==> config.mk <==
export PLATFORM = sky130hd
export DESIGN_NAME = timed_valve_servo_controller
export DESIGN_NICKNAME = d
export VERILOG_FILES = /design/src/rtl/tvsc_pkg.sv /design/src/rtl/tvsc_regs.sv /design/src/rtl/tvsc_front.sv /design/src/rtl/tvsc_queue.sv /design/src/rtl/tvsc_back.sv /design/src/rtl/timed_valve_servo_controller.sv
export SDC_FILE = /design/constraint.sdc
export NUM_CORES = 2
export LEC_CHECK = 0
export BUFFER_PORTS_ARGS = -buffer_cell sky130_fd_sc_hd__buf_4
export CAP_MARGIN = 25
export CELL_PAD_IN_SITES_DETAIL_PLACEMENT = 1
export CELL_PAD_IN_SITES_GLOBAL_PLACEMENT = 1
export CORE_ASPECT_RATIO = 0.6
export CORE_MARGIN = 10
export CORE_UTILIZATION = 30
export CTS_BUF_LIST = sky130_fd_sc_hd__clkbuf_8
export CTS_CLUSTER_SIZE = 20
export DETAILED_ROUTE_END_ITERATION = 8
export PLACE_DENSITY = 0.51
export SLEW_MARGIN = 20
export SYNTH_ARGS = -nofsm -noshare
export SYNTH_HDL_FRONTEND = slang
export SYNTH_SLANG_ARGS = --single-unit
==> constraint.sdc <==
create_clock -name i_clk -period 13.8 [get_ports i_clk]
set_clock_uncertainty 0.1 [all_clocks]
set_input_delay 2.76 -clock i_clk [delete_from_list [all_inputs] [get_ports i_clk]]
set_output_delay 2.76 -clock i_clk [all_outputs]
set_load 0.02 [all_outputs]
==> src/rtl/tvsc_pkg.sv <==
package tvsc_pkg;

    localparam logic [16:0] ONE_Q16    = 17'h10000;
    localparam logic [16:0] HALF_LSB   = 17'h08000;
    localparam int          APB_ADDR_W = 5;
    localparam int          APB_DATA_W = 32;
    localparam int          QUEUE_DEPTH = 2;
    localparam int          QPTR_W      = 1;

    // register indexes, byte address is 4 times the index
    localparam logic [2:0] REG_LIMIT0  = 3'd0;
    localparam logic [2:0] REG_LIMIT1  = 3'd1;
    localparam logic [2:0] REG_FLIP0   = 3'd2;
    localparam logic [2:0] REG_FLIP1   = 3'd3;
    localparam logic [2:0] REG_HOLD    = 3'd4;
    localparam logic [2:0] REG_BACKOFF = 3'd5;

    typedef enum logic [1:0] {
        CMD_TICK  = 2'd0,
        CMD_OPEN  = 2'd1,
        CMD_CLOSE = 2'd2,
        CMD_QUERY = 2'd3
    } t_cmd;

    typedef enum logic [2:0] {
        JOB_TICK,
        JOB_OPEN,
        JOB_CLOSE,
        JOB_QUERY,
        JOB_BAD
    } t_job_kind;

    typedef struct packed {
        logic [1:0]  command;
        logic [1:0]  valve;
        logic [31:0] open_time_ms;
    } t_in;

    typedef struct packed {
        logic [1:0]  valve_index;
        logic        status;
        logic        is_open;
        logic [16:0] position_cmd;
        logic [16:0] position_out;
        logic        last;
    } t_out;

    typedef struct packed {
        t_job_kind   kind;
        logic [1:0]  valve;
        logic [31:0] open_time_ms;
    } t_job;

    typedef struct packed {
        logic [16:0] limit0;
        logic [16:0] limit1;
        logic        flip0;
        logic        flip1;
        logic [15:0] hold_time_ms;
        logic [16:0] backoff_fraction;
    } t_cfg;

endpackage

==> src/rtl/tvsc_regs.sv <==
module tvsc_regs
    import tvsc_pkg::*;
(
    input  logic                  i_clk,
    input  logic                  i_rst_n,
    input  logic                  psel,
    input  logic                  penable,
    input  logic                  pwrite,
    input  logic [APB_ADDR_W-1:0] paddr,
    input  logic [APB_DATA_W-1:0] pwdata,
    output logic [APB_DATA_W-1:0] prdata,
    output logic                  pready,
    output t_cfg                  o_cfg
);

    t_cfg       r_cfg;
    logic       wr_en;
    logic [2:0] idx;

    assign pready = 1'b1;
    assign wr_en  = psel & penable & pwrite;
    assign idx    = paddr[4:2];
    assign o_cfg  = r_cfg;

    always_ff @(posedge i_clk) begin
        if (!i_rst_n) begin
            r_cfg.limit0           <= ONE_Q16;
            r_cfg.limit1           <= ONE_Q16;
            r_cfg.flip0            <= 1'b0;
            r_cfg.flip1            <= 1'b0;
            r_cfg.hold_time_ms     <= 16'd1000;
            r_cfg.backoff_fraction <= 17'd0;
        end else if (wr_en) begin
            unique case (idx)
                REG_LIMIT0:  r_cfg.limit0           <= pwdata[16:0];
                REG_LIMIT1:  r_cfg.limit1           <= pwdata[16:0];
                REG_FLIP0:   r_cfg.flip0            <= pwdata[0];
                REG_FLIP1:   r_cfg.flip1            <= pwdata[0];
                REG_HOLD:    r_cfg.hold_time_ms     <= pwdata[15:0];
                REG_BACKOFF: r_cfg.backoff_fraction <= pwdata[16:0];
                default: ;
            endcase
        end
    end

    always_comb begin
        unique case (idx)
            REG_LIMIT0:  prdata = {15'd0, r_cfg.limit0};
            REG_LIMIT1:  prdata = {15'd0, r_cfg.limit1};
            REG_FLIP0:   prdata = {31'd0, r_cfg.flip0};
            REG_FLIP1:   prdata = {31'd0, r_cfg.flip1};
            REG_HOLD:    prdata = {16'd0, r_cfg.hold_time_ms};
            REG_BACKOFF: prdata = {15'd0, r_cfg.backoff_fraction};
            default:     prdata = '0;
        endcase
    end

endmodule

==> src/rtl/tvsc_front.sv <==
module tvsc_front
    import tvsc_pkg::*;
#(
    parameter int VALVE_COUNT = 2
) (
    input  logic i_in_valid,
    input  t_in  i_in_data,
    output logic o_in_ready,
    output logic o_push,
    output t_job o_job,
    input  logic i_q_ready
);

    logic valve_ok;

    assign valve_ok   = {30'd0, i_in_data.valve} < VALVE_COUNT;
    assign o_in_ready = i_q_ready;
    assign o_push     = i_in_valid & i_q_ready;

    always_comb begin
        o_job.valve        = i_in_data.valve;
        o_job.open_time_ms = i_in_data.open_time_ms;
        unique case (t_cmd'(i_in_data.command))
            CMD_TICK:  o_job.kind = JOB_TICK;
            CMD_OPEN:  o_job.kind = valve_ok ? JOB_OPEN : JOB_BAD;
            CMD_CLOSE: o_job.kind = valve_ok ? JOB_CLOSE : JOB_BAD;
            CMD_QUERY: o_job.kind = valve_ok ? JOB_QUERY : JOB_BAD;
            default:   o_job.kind = JOB_BAD;
        endcase
    end

endmodule

==> src/rtl/tvsc_queue.sv <==
module tvsc_queue
    import tvsc_pkg::*;
(
    input  logic i_clk,
    input  logic i_rst_n,
    input  logic i_push,
    input  t_job i_job,
    output logic o_ready,
    input  logic i_pop,
    output logic o_valid,
    output t_job o_job
);

    t_job              r_mem [QUEUE_DEPTH];
    logic [QPTR_W-1:0] r_wr_ptr;
    logic [QPTR_W-1:0] r_rd_ptr;
    logic [QPTR_W:0]   r_count;

    assign o_ready = r_count != QUEUE_DEPTH[QPTR_W:0];
    assign o_valid = r_count != '0;
    assign o_job   = r_mem[r_rd_ptr];

    always_ff @(posedge i_clk) begin
        if (i_push) begin
            r_mem[r_wr_ptr] <= i_job;
        end
    end

    always_ff @(posedge i_clk) begin
        if (!i_rst_n) begin
            r_wr_ptr <= '0;
            r_rd_ptr <= '0;
            r_count  <= '0;
        end else begin
            if (i_push) begin
                r_wr_ptr <= r_wr_ptr + 1'b1;
            end
            if (i_pop) begin
                r_rd_ptr <= r_rd_ptr + 1'b1;
            end
            if (i_push && !i_pop) begin
                r_count <= r_count + 1'b1;
            end else if (i_pop && !i_push) begin
                r_count <= r_count - 1'b1;
            end
        end
    end

endmodule

==> src/rtl/tvsc_back.sv <==
module tvsc_back
    import tvsc_pkg::*;
#(
    parameter int VALVE_COUNT = 2
) (
    input  logic i_clk,
    input  logic i_rst_n,
    input  t_cfg i_cfg,
    input  logic i_q_valid,
    input  t_job i_job,
    output logic o_pop,
    output logic o_out_valid,
    output t_out o_out_data,
    input  logic i_out_ready
);

    localparam int VIDX_W = (VALVE_COUNT > 1) ? $clog2(VALVE_COUNT) : 1;

    typedef struct packed {
        logic [1:0]  valve_index;
        logic        bad;
        logic        is_open;
        logic [16:0] pos;
        logic [16:0] lim;
        logic        flip;
        logic        last;
    } t_stage_a;

    typedef struct packed {
        logic [1:0]  valve_index;
        logic        bad;
        logic        is_open;
        logic [16:0] pos;
        logic [33:0] prod;
        logic        flip;
        logic        last;
    } t_stage_b;

    // valve state
    logic [31:0] r_now;
    logic [32:0] r_deadline  [VALVE_COUNT];
    logic        r_open      [VALVE_COUNT];
    logic [31:0] r_last_act  [VALVE_COUNT];
    logic [16:0] r_last_pos  [VALVE_COUNT];
    logic        r_sub;

    logic     r_a_vld, r_b_vld, r_c_vld;
    t_stage_a r_a, n_a;
    t_stage_b r_b;
    t_out     r_c, n_c;

    logic a_ready, b_ready, c_ready, issue;
    logic is_tick, tick_first, tick_final;
    logic [VIDX_W-1:0] vsel;
    logic [31:0] now_use;
    logic        expired, hold, open_after;
    logic [31:0] act_use;
    logic [16:0] back, pos_tick, lim_raw;
    logic [32:0] hold_end;
    logic [33:0] rnd;
    logic [17:0] scaled;
    logic [16:0] sc;

    assign c_ready = !r_c_vld || i_out_ready;
    assign b_ready = !r_b_vld || c_ready;
    assign a_ready = !r_a_vld || b_ready;
    assign issue   = i_q_valid && a_ready;

    assign is_tick    = i_job.kind == JOB_TICK;
    assign tick_first = is_tick && !r_sub;
    assign tick_final = is_tick && ({31'd0, r_sub} == VALVE_COUNT - 1);
    assign o_pop      = issue && (!is_tick || tick_final);

    assign vsel    = is_tick ? VIDX_W'(r_sub) : i_job.valve[VIDX_W-1:0];
    assign now_use = (tick_first && r_now != '1) ? r_now + 32'd1 : r_now;

    // deadline and hold checks for the valve a tick is working on
    assign back       = (i_cfg.backoff_fraction > ONE_Q16) ? ONE_Q16 : i_cfg.backoff_fraction;
    assign expired    = r_open[vsel] && ({1'b0, now_use} >= r_deadline[vsel]);
    assign act_use    = expired ? now_use : r_last_act[vsel];
    assign hold_end   = {1'b0, act_use} + {17'd0, i_cfg.hold_time_ms};
    assign hold       = {1'b0, now_use} < hold_end;
    assign open_after = r_open[vsel] && !expired;

    always_comb begin
        if (open_after) begin
            pos_tick = hold ? ONE_Q16 : ONE_Q16 - back;
        end else begin
            pos_tick = hold ? 17'd0 : back;
        end
    end

    assign lim_raw = (vsel == '0) ? i_cfg.limit0 : i_cfg.limit1;

    always_comb begin
        n_a.valve_index = is_tick ? {1'b0, r_sub} : i_job.valve;
        n_a.bad         = 1'b0;
        n_a.lim         = (lim_raw > ONE_Q16) ? ONE_Q16 : lim_raw;
        n_a.flip        = (vsel == '0) ? i_cfg.flip0 : i_cfg.flip1;
        n_a.last        = !is_tick || tick_final;
        n_a.pos         = r_last_pos[vsel];
        n_a.is_open     = r_open[vsel];
        unique case (i_job.kind)
            JOB_TICK: begin
                n_a.pos     = pos_tick;
                n_a.is_open = open_after;
            end
            JOB_OPEN:  n_a.is_open = 1'b1;
            JOB_CLOSE: n_a.is_open = 1'b0;
            JOB_QUERY: ;
            JOB_BAD: begin
                n_a.bad     = 1'b1;
                n_a.is_open = 1'b0;
                n_a.pos     = 17'd0;
            end
            default: n_a.bad = 1'b1;
        endcase
    end

    always_ff @(posedge i_clk) begin
        if (!i_rst_n) begin
            r_now <= '0;
            r_sub <= 1'b0;
            for (int i = 0; i < VALVE_COUNT; i++) begin
                r_deadline[i] <= '0;
                r_open[i]     <= 1'b0;
                r_last_act[i] <= '0;
                r_last_pos[i] <= '0;
            end
        end else if (issue) begin
            unique case (i_job.kind)
                JOB_TICK: begin
                    r_now            <= now_use;
                    r_sub            <= tick_final ? 1'b0 : 1'b1;
                    r_open[vsel]     <= open_after;
                    r_last_act[vsel] <= act_use;
                    r_last_pos[vsel] <= pos_tick;
                end
                JOB_OPEN: begin
                    r_deadline[vsel] <= {1'b0, r_now} + {1'b0, i_job.open_time_ms};
                    r_open[vsel]     <= 1'b1;
                    r_last_act[vsel] <= r_now;
                end
                JOB_CLOSE: begin
                    r_open[vsel]     <= 1'b0;
                    r_last_act[vsel] <= r_now;
                end
                JOB_QUERY, JOB_BAD: ;
                default: ;
            endcase
        end
    end

    // scaling pipeline: select, multiply, round and flip
    always_ff @(posedge i_clk) begin
        if (!i_rst_n) begin
            r_a_vld <= 1'b0;
            r_b_vld <= 1'b0;
            r_c_vld <= 1'b0;
        end else begin
            if (a_ready) begin
                r_a_vld <= issue;
            end
            if (b_ready) begin
                r_b_vld <= r_a_vld;
            end
            if (c_ready) begin
                r_c_vld <= r_b_vld;
            end
        end
    end

    always_ff @(posedge i_clk) begin
        if (a_ready) begin
            r_a <= n_a;
        end
        if (b_ready) begin
            r_b.valve_index <= r_a.valve_index;
            r_b.bad         <= r_a.bad;
            r_b.is_open     <= r_a.is_open;
            r_b.pos         <= r_a.pos;
            r_b.prod        <= r_a.pos * r_a.lim;
            r_b.flip        <= r_a.flip;
            r_b.last        <= r_a.last;
        end
        if (c_ready) begin
            r_c <= n_c;
        end
    end

    assign rnd    = r_b.prod + {17'd0, HALF_LSB};
    assign scaled = rnd[33:16];
    assign sc     = (scaled > {1'b0, ONE_Q16}) ? ONE_Q16 : scaled[16:0];

    always_comb begin
        n_c.valve_index  = r_b.valve_index;
        n_c.status       = r_b.bad;
        n_c.is_open      = r_b.is_open;
        n_c.position_cmd = r_b.pos;
        n_c.last         = r_b.last;
        if (r_b.bad) begin
            n_c.position_out = 17'd0;
        end else begin
            n_c.position_out = r_b.flip ? ONE_Q16 - sc : sc;
        end
    end

    assign o_out_valid = r_c_vld;
    assign o_out_data  = r_c;

endmodule

==> src/rtl/timed_valve_servo_controller.sv <==
// Timed valve servo controller for a venting valve (index 0) and a main valve (index 1).
// Items enter a two-entry queue and are executed in order; open, close, status query and
// invalid commands each yield one result, a tick works through the valves one after
// another and yields one result per valve, and items other than ticks issue at one per
// cycle while the output is not stalled. The executor shares one deadline compare and
// one hold-time add per cycle between the valves. Each result then passes a three-stage
// scaling pipeline (limit select, 17x17 multiply, rounding and flip). Configuration is
// written over the APB port at byte address 4 times the register index; the user must
// write it only while no results are outstanding, which the block does not enforce.
module timed_valve_servo_controller
    import tvsc_pkg::*;
#(
    parameter int VALVE_COUNT = 2
) (
    input  logic                  i_clk,
    input  logic                  i_rst_n,
    input  logic                  i_in_valid,
    output logic                  o_in_ready,
    input  t_in                   i_in_data,
    output logic                  o_out_valid,
    input  logic                  i_out_ready,
    output t_out                  o_out_data,
    input  logic                  psel,
    input  logic                  penable,
    input  logic                  pwrite,
    input  logic [APB_ADDR_W-1:0] paddr,
    input  logic [APB_DATA_W-1:0] pwdata,
    output logic [APB_DATA_W-1:0] prdata,
    output logic                  pready
);

    t_cfg cfg;
    t_job push_job, head_job;
    logic push, q_ready, q_valid, pop;

    tvsc_regs u_regs (
        .i_clk   (i_clk),
        .i_rst_n (i_rst_n),
        .psel    (psel),
        .penable (penable),
        .pwrite  (pwrite),
        .paddr   (paddr),
        .pwdata  (pwdata),
        .prdata  (prdata),
        .pready  (pready),
        .o_cfg   (cfg)
    );

    tvsc_front #(
        .VALVE_COUNT (VALVE_COUNT)
    ) u_front (
        .i_in_valid (i_in_valid),
        .i_in_data  (i_in_data),
        .o_in_ready (o_in_ready),
        .o_push     (push),
        .o_job      (push_job),
        .i_q_ready  (q_ready)
    );

    tvsc_queue u_queue (
        .i_clk   (i_clk),
        .i_rst_n (i_rst_n),
        .i_push  (push),
        .i_job   (push_job),
        .o_ready (q_ready),
        .i_pop   (pop),
        .o_valid (q_valid),
        .o_job   (head_job)
    );

    tvsc_back #(
        .VALVE_COUNT (VALVE_COUNT)
    ) u_back (
        .i_clk       (i_clk),
        .i_rst_n     (i_rst_n),
        .i_cfg       (cfg),
        .i_q_valid   (q_valid),
        .i_job       (head_job),
        .o_pop       (pop),
        .o_out_valid (o_out_valid),
        .o_out_data  (o_out_data),
        .i_out_ready (i_out_ready)
    );

endmodule
==> reports/results.ini <==
[status]
outcome=complete, no violations

[pwr]
power_leakage_nw=16.45
ir_worst_vdd_v=0.00006446
p_per_area_nw_per_um2=128.5
total_power_mw=5.034

[setup_path]
crit_required_ns=14.22
critPathMaxFanout=29
critPathKind=flip-flop to flip-flop
slowest_stage=and2_2
critPathMaxStageDelay_ns=0.75
arrival_ns=12.78
worstSetupEndpointType=flip-flop
crit_path_start_kind=flip-flop
rrSetupSlack_ns=1.44

[finish]
seq_area_um2=13020
drive_gt1_frac=0.09889
final_area_um2=39190
multiInputGateArea_um2=20190
postLayoutCoreUtil=0.3405
syn2layout_area_growth_pct=12.03
n_fill_cell=13000
final_common_cell=nand2_1
layout_common_cells=537 x nand2_1, 359 x edfxtp_1, 304 x inv_1, 283 x nor2_1, 224 x fa_1
fin_cells=5223
nets=4159

[sta]
hold_viol=0
final.setup.tns_ns=0
fmax_mhz=80.93
drv_slew=0
max-slew-margin-rel=0.2504
finalWorstSetupSlack_ns=1.443
period_share=0.8954
rsz0062_at_grt=no
worst_pin_slew_ns=1.124
whs_ns=0.3082
setup_viol=0
fin_crit_ns=12.36

[floorplanning]
die_h_um=284.5
rows=96
coreArea_um2=115100
die_x_um=460.8
ios=154
initial_core_util=0.3040
dieArea_um2=131100

[grt]
grt_pass1_vias=26650
grt_pass1_wl_um=179400
overflow=0
grt_use_total=0.1794
antenna_found_initial=5
grt_max_degree=80

[yosys]
synthCells=3562
synthesis.area_um2=34980
avgSynthCellArea_um2=9.820
synth_edf_count=359
synthFlopType=edfxtp_1
synth.largest_area_cell=edfxtp_1
yosysWarnings=0
yosysTopAreaCellShare=0.3082
async_reset_ff_frac=0
ys_ff_latch=471
synth_area_leaders=edfxtp_1 31%, fa_1 13%, ha_1 7.9%
ys_types=91
synth_seq_area_share=0.3723

[clock_tree]
cts.path.max_buffers=3
hold_buffers=0
cts_setup_buffers=0
clock_latency_ns=0.81
ctsResizeCount=0
cts.sinks=471
clk_pin_slew_ns=0.07
numCtsBuffers=82
cts_tree=done
htreeDepth=3
root_buffer=clkbuf_8

[route]
dr_wl_met2_um=40090
routed_wl_um=119200
detail_route.wl_per_cell_um=22.83
route.detailed.drc=0
viasPerCell=5.064
antenna_left=0
vias=26447
wl_met1_um=70610
met3WireLength_um=6896
drt_iter0_markers=2003
dr.pass1.iters=5
top_layer=met4

[placed_design]
place_area_um2=37420
dp_hpwl_um=91720
gp_congestion=0.8099
portBuffers=120
post-place-ws_ns=1.773
placed_cells=5068

[flow_run]
maxCapViolCount=0

[hold_path]
hp-class=flip-flop to flip-flop

routing by layer:
layer / vias up / GRT usage
met5: - / 0
met4: 0 / 0.02986
met3: 98 / 0.03345
met2: 579 / 0.2094
met1: 13391 / 0.3175
li1: 12379 / -
synthesized netlist by cell type, types with 13 or more instances:
cell and instances:
nor2_1 284, o21ai_0 72, nor2b_1 23, nand4_1 44
and3_1 25, clkbuf_1 145, nor3_1 75, xnor2_1 102
o211ai_1 17, a21oi_1 105, a22oi_1 36, o21a_1 23
fa_1 224, a21boi_0 77, xor2_1 60, a31oi_1 26
and2_1 142, a211oi_1 13, nor4_1 17, mux2_2 38
nand2b_1 35, mux2i_1 117, o32ai_1 14, inv_1 284
nand2_1 540, ha_1 220, nor3b_1 13, buf_4 16
a21o_1 29, nand3_1 71, or3_1 21, dfxtp_1 112
edfxtp_1 359
cell families (layout without fill, tap and decap cells):
kind of cell,count (synthesis),count (layout),synth area share
flip-flops,471,471,0.3723
AO/OA/AOI/OAI,516,516,0.1017
AND/OR/NAND/NOR,1335,1335,0.1780
XOR/XNOR,163,163,0.04103
multiplexers,155,155,0.04572
other,2,19,0.0002147
adder cells (fa/ha/maj),444,444,0.2069
buffers and inverters,476,601,0.05416
cell type report:
| cell class | instances | area share |
|---|---|---|
| timing repair buffer | 166 | 0.03250 |
| inverter | 285 | 0.02730 |
| clock inverter | 63 | 0.01344 |
| clock buffer | 87 | 0.03056 |
| sequential | 471 | 0.3324 |
| tap | 1519 | 0.04850 |
| multi-input combinational | 2629 | 0.5152 |
| antenna | 3 | 0.0001916 |
critical path: cells and delay by family, from the launching register on:
family	cells	cell delay (ns)
XOR/XNOR	2	0.72
AO/OA/AOI/OAI	19	4.90
flip-flops	1	0.43
adder cells (fa/ha/maj)	4	1.35
AND/OR/NAND/NOR	11	3.90
buffers and inverters	3	0.65
final timing paths:
path                                     end  cells past startpoint                           start
max                 u_back.r_a[35]$_DFFE_PN_                     39  u_queue.r_mem[0][34]$_DFFE_PP_
min          u_back.o_out_data[34]$_DFFE_PP_                      0        u_back.n_c[34]$_DFFE_PP_
max reg2reg         u_back.r_a[35]$_DFFE_PN_                     39  u_queue.r_mem[0][34]$_DFFE_PP_
min reg2reg  u_back.o_out_data[34]$_DFFE_PP_                      0        u_back.n_c[34]$_DFFE_PP_
registers in the layout, indices dropped and copies added, names as in the netlist, 22 cells and up, named ones only:
name               count
u_back.o_out_data     39
u_back.r_last_pos     34
u_back.r_now          32
u_back.n_c            22
u_regs.o_cfg          69
u_back.r_a            40
u_back.r_deadline     66
u_back.r_last_act     64
u_queue.r_mem         74
report_power, final:
group          internal [mW]  leakage, nW  total, mW  switching [mW]
registers               1.76         4.71       1.99           0.228
logic                  0.604         10.8       1.63            1.03
clock network          0.729        0.966       1.41           0.683
Power figures use the tool's default switching activity.
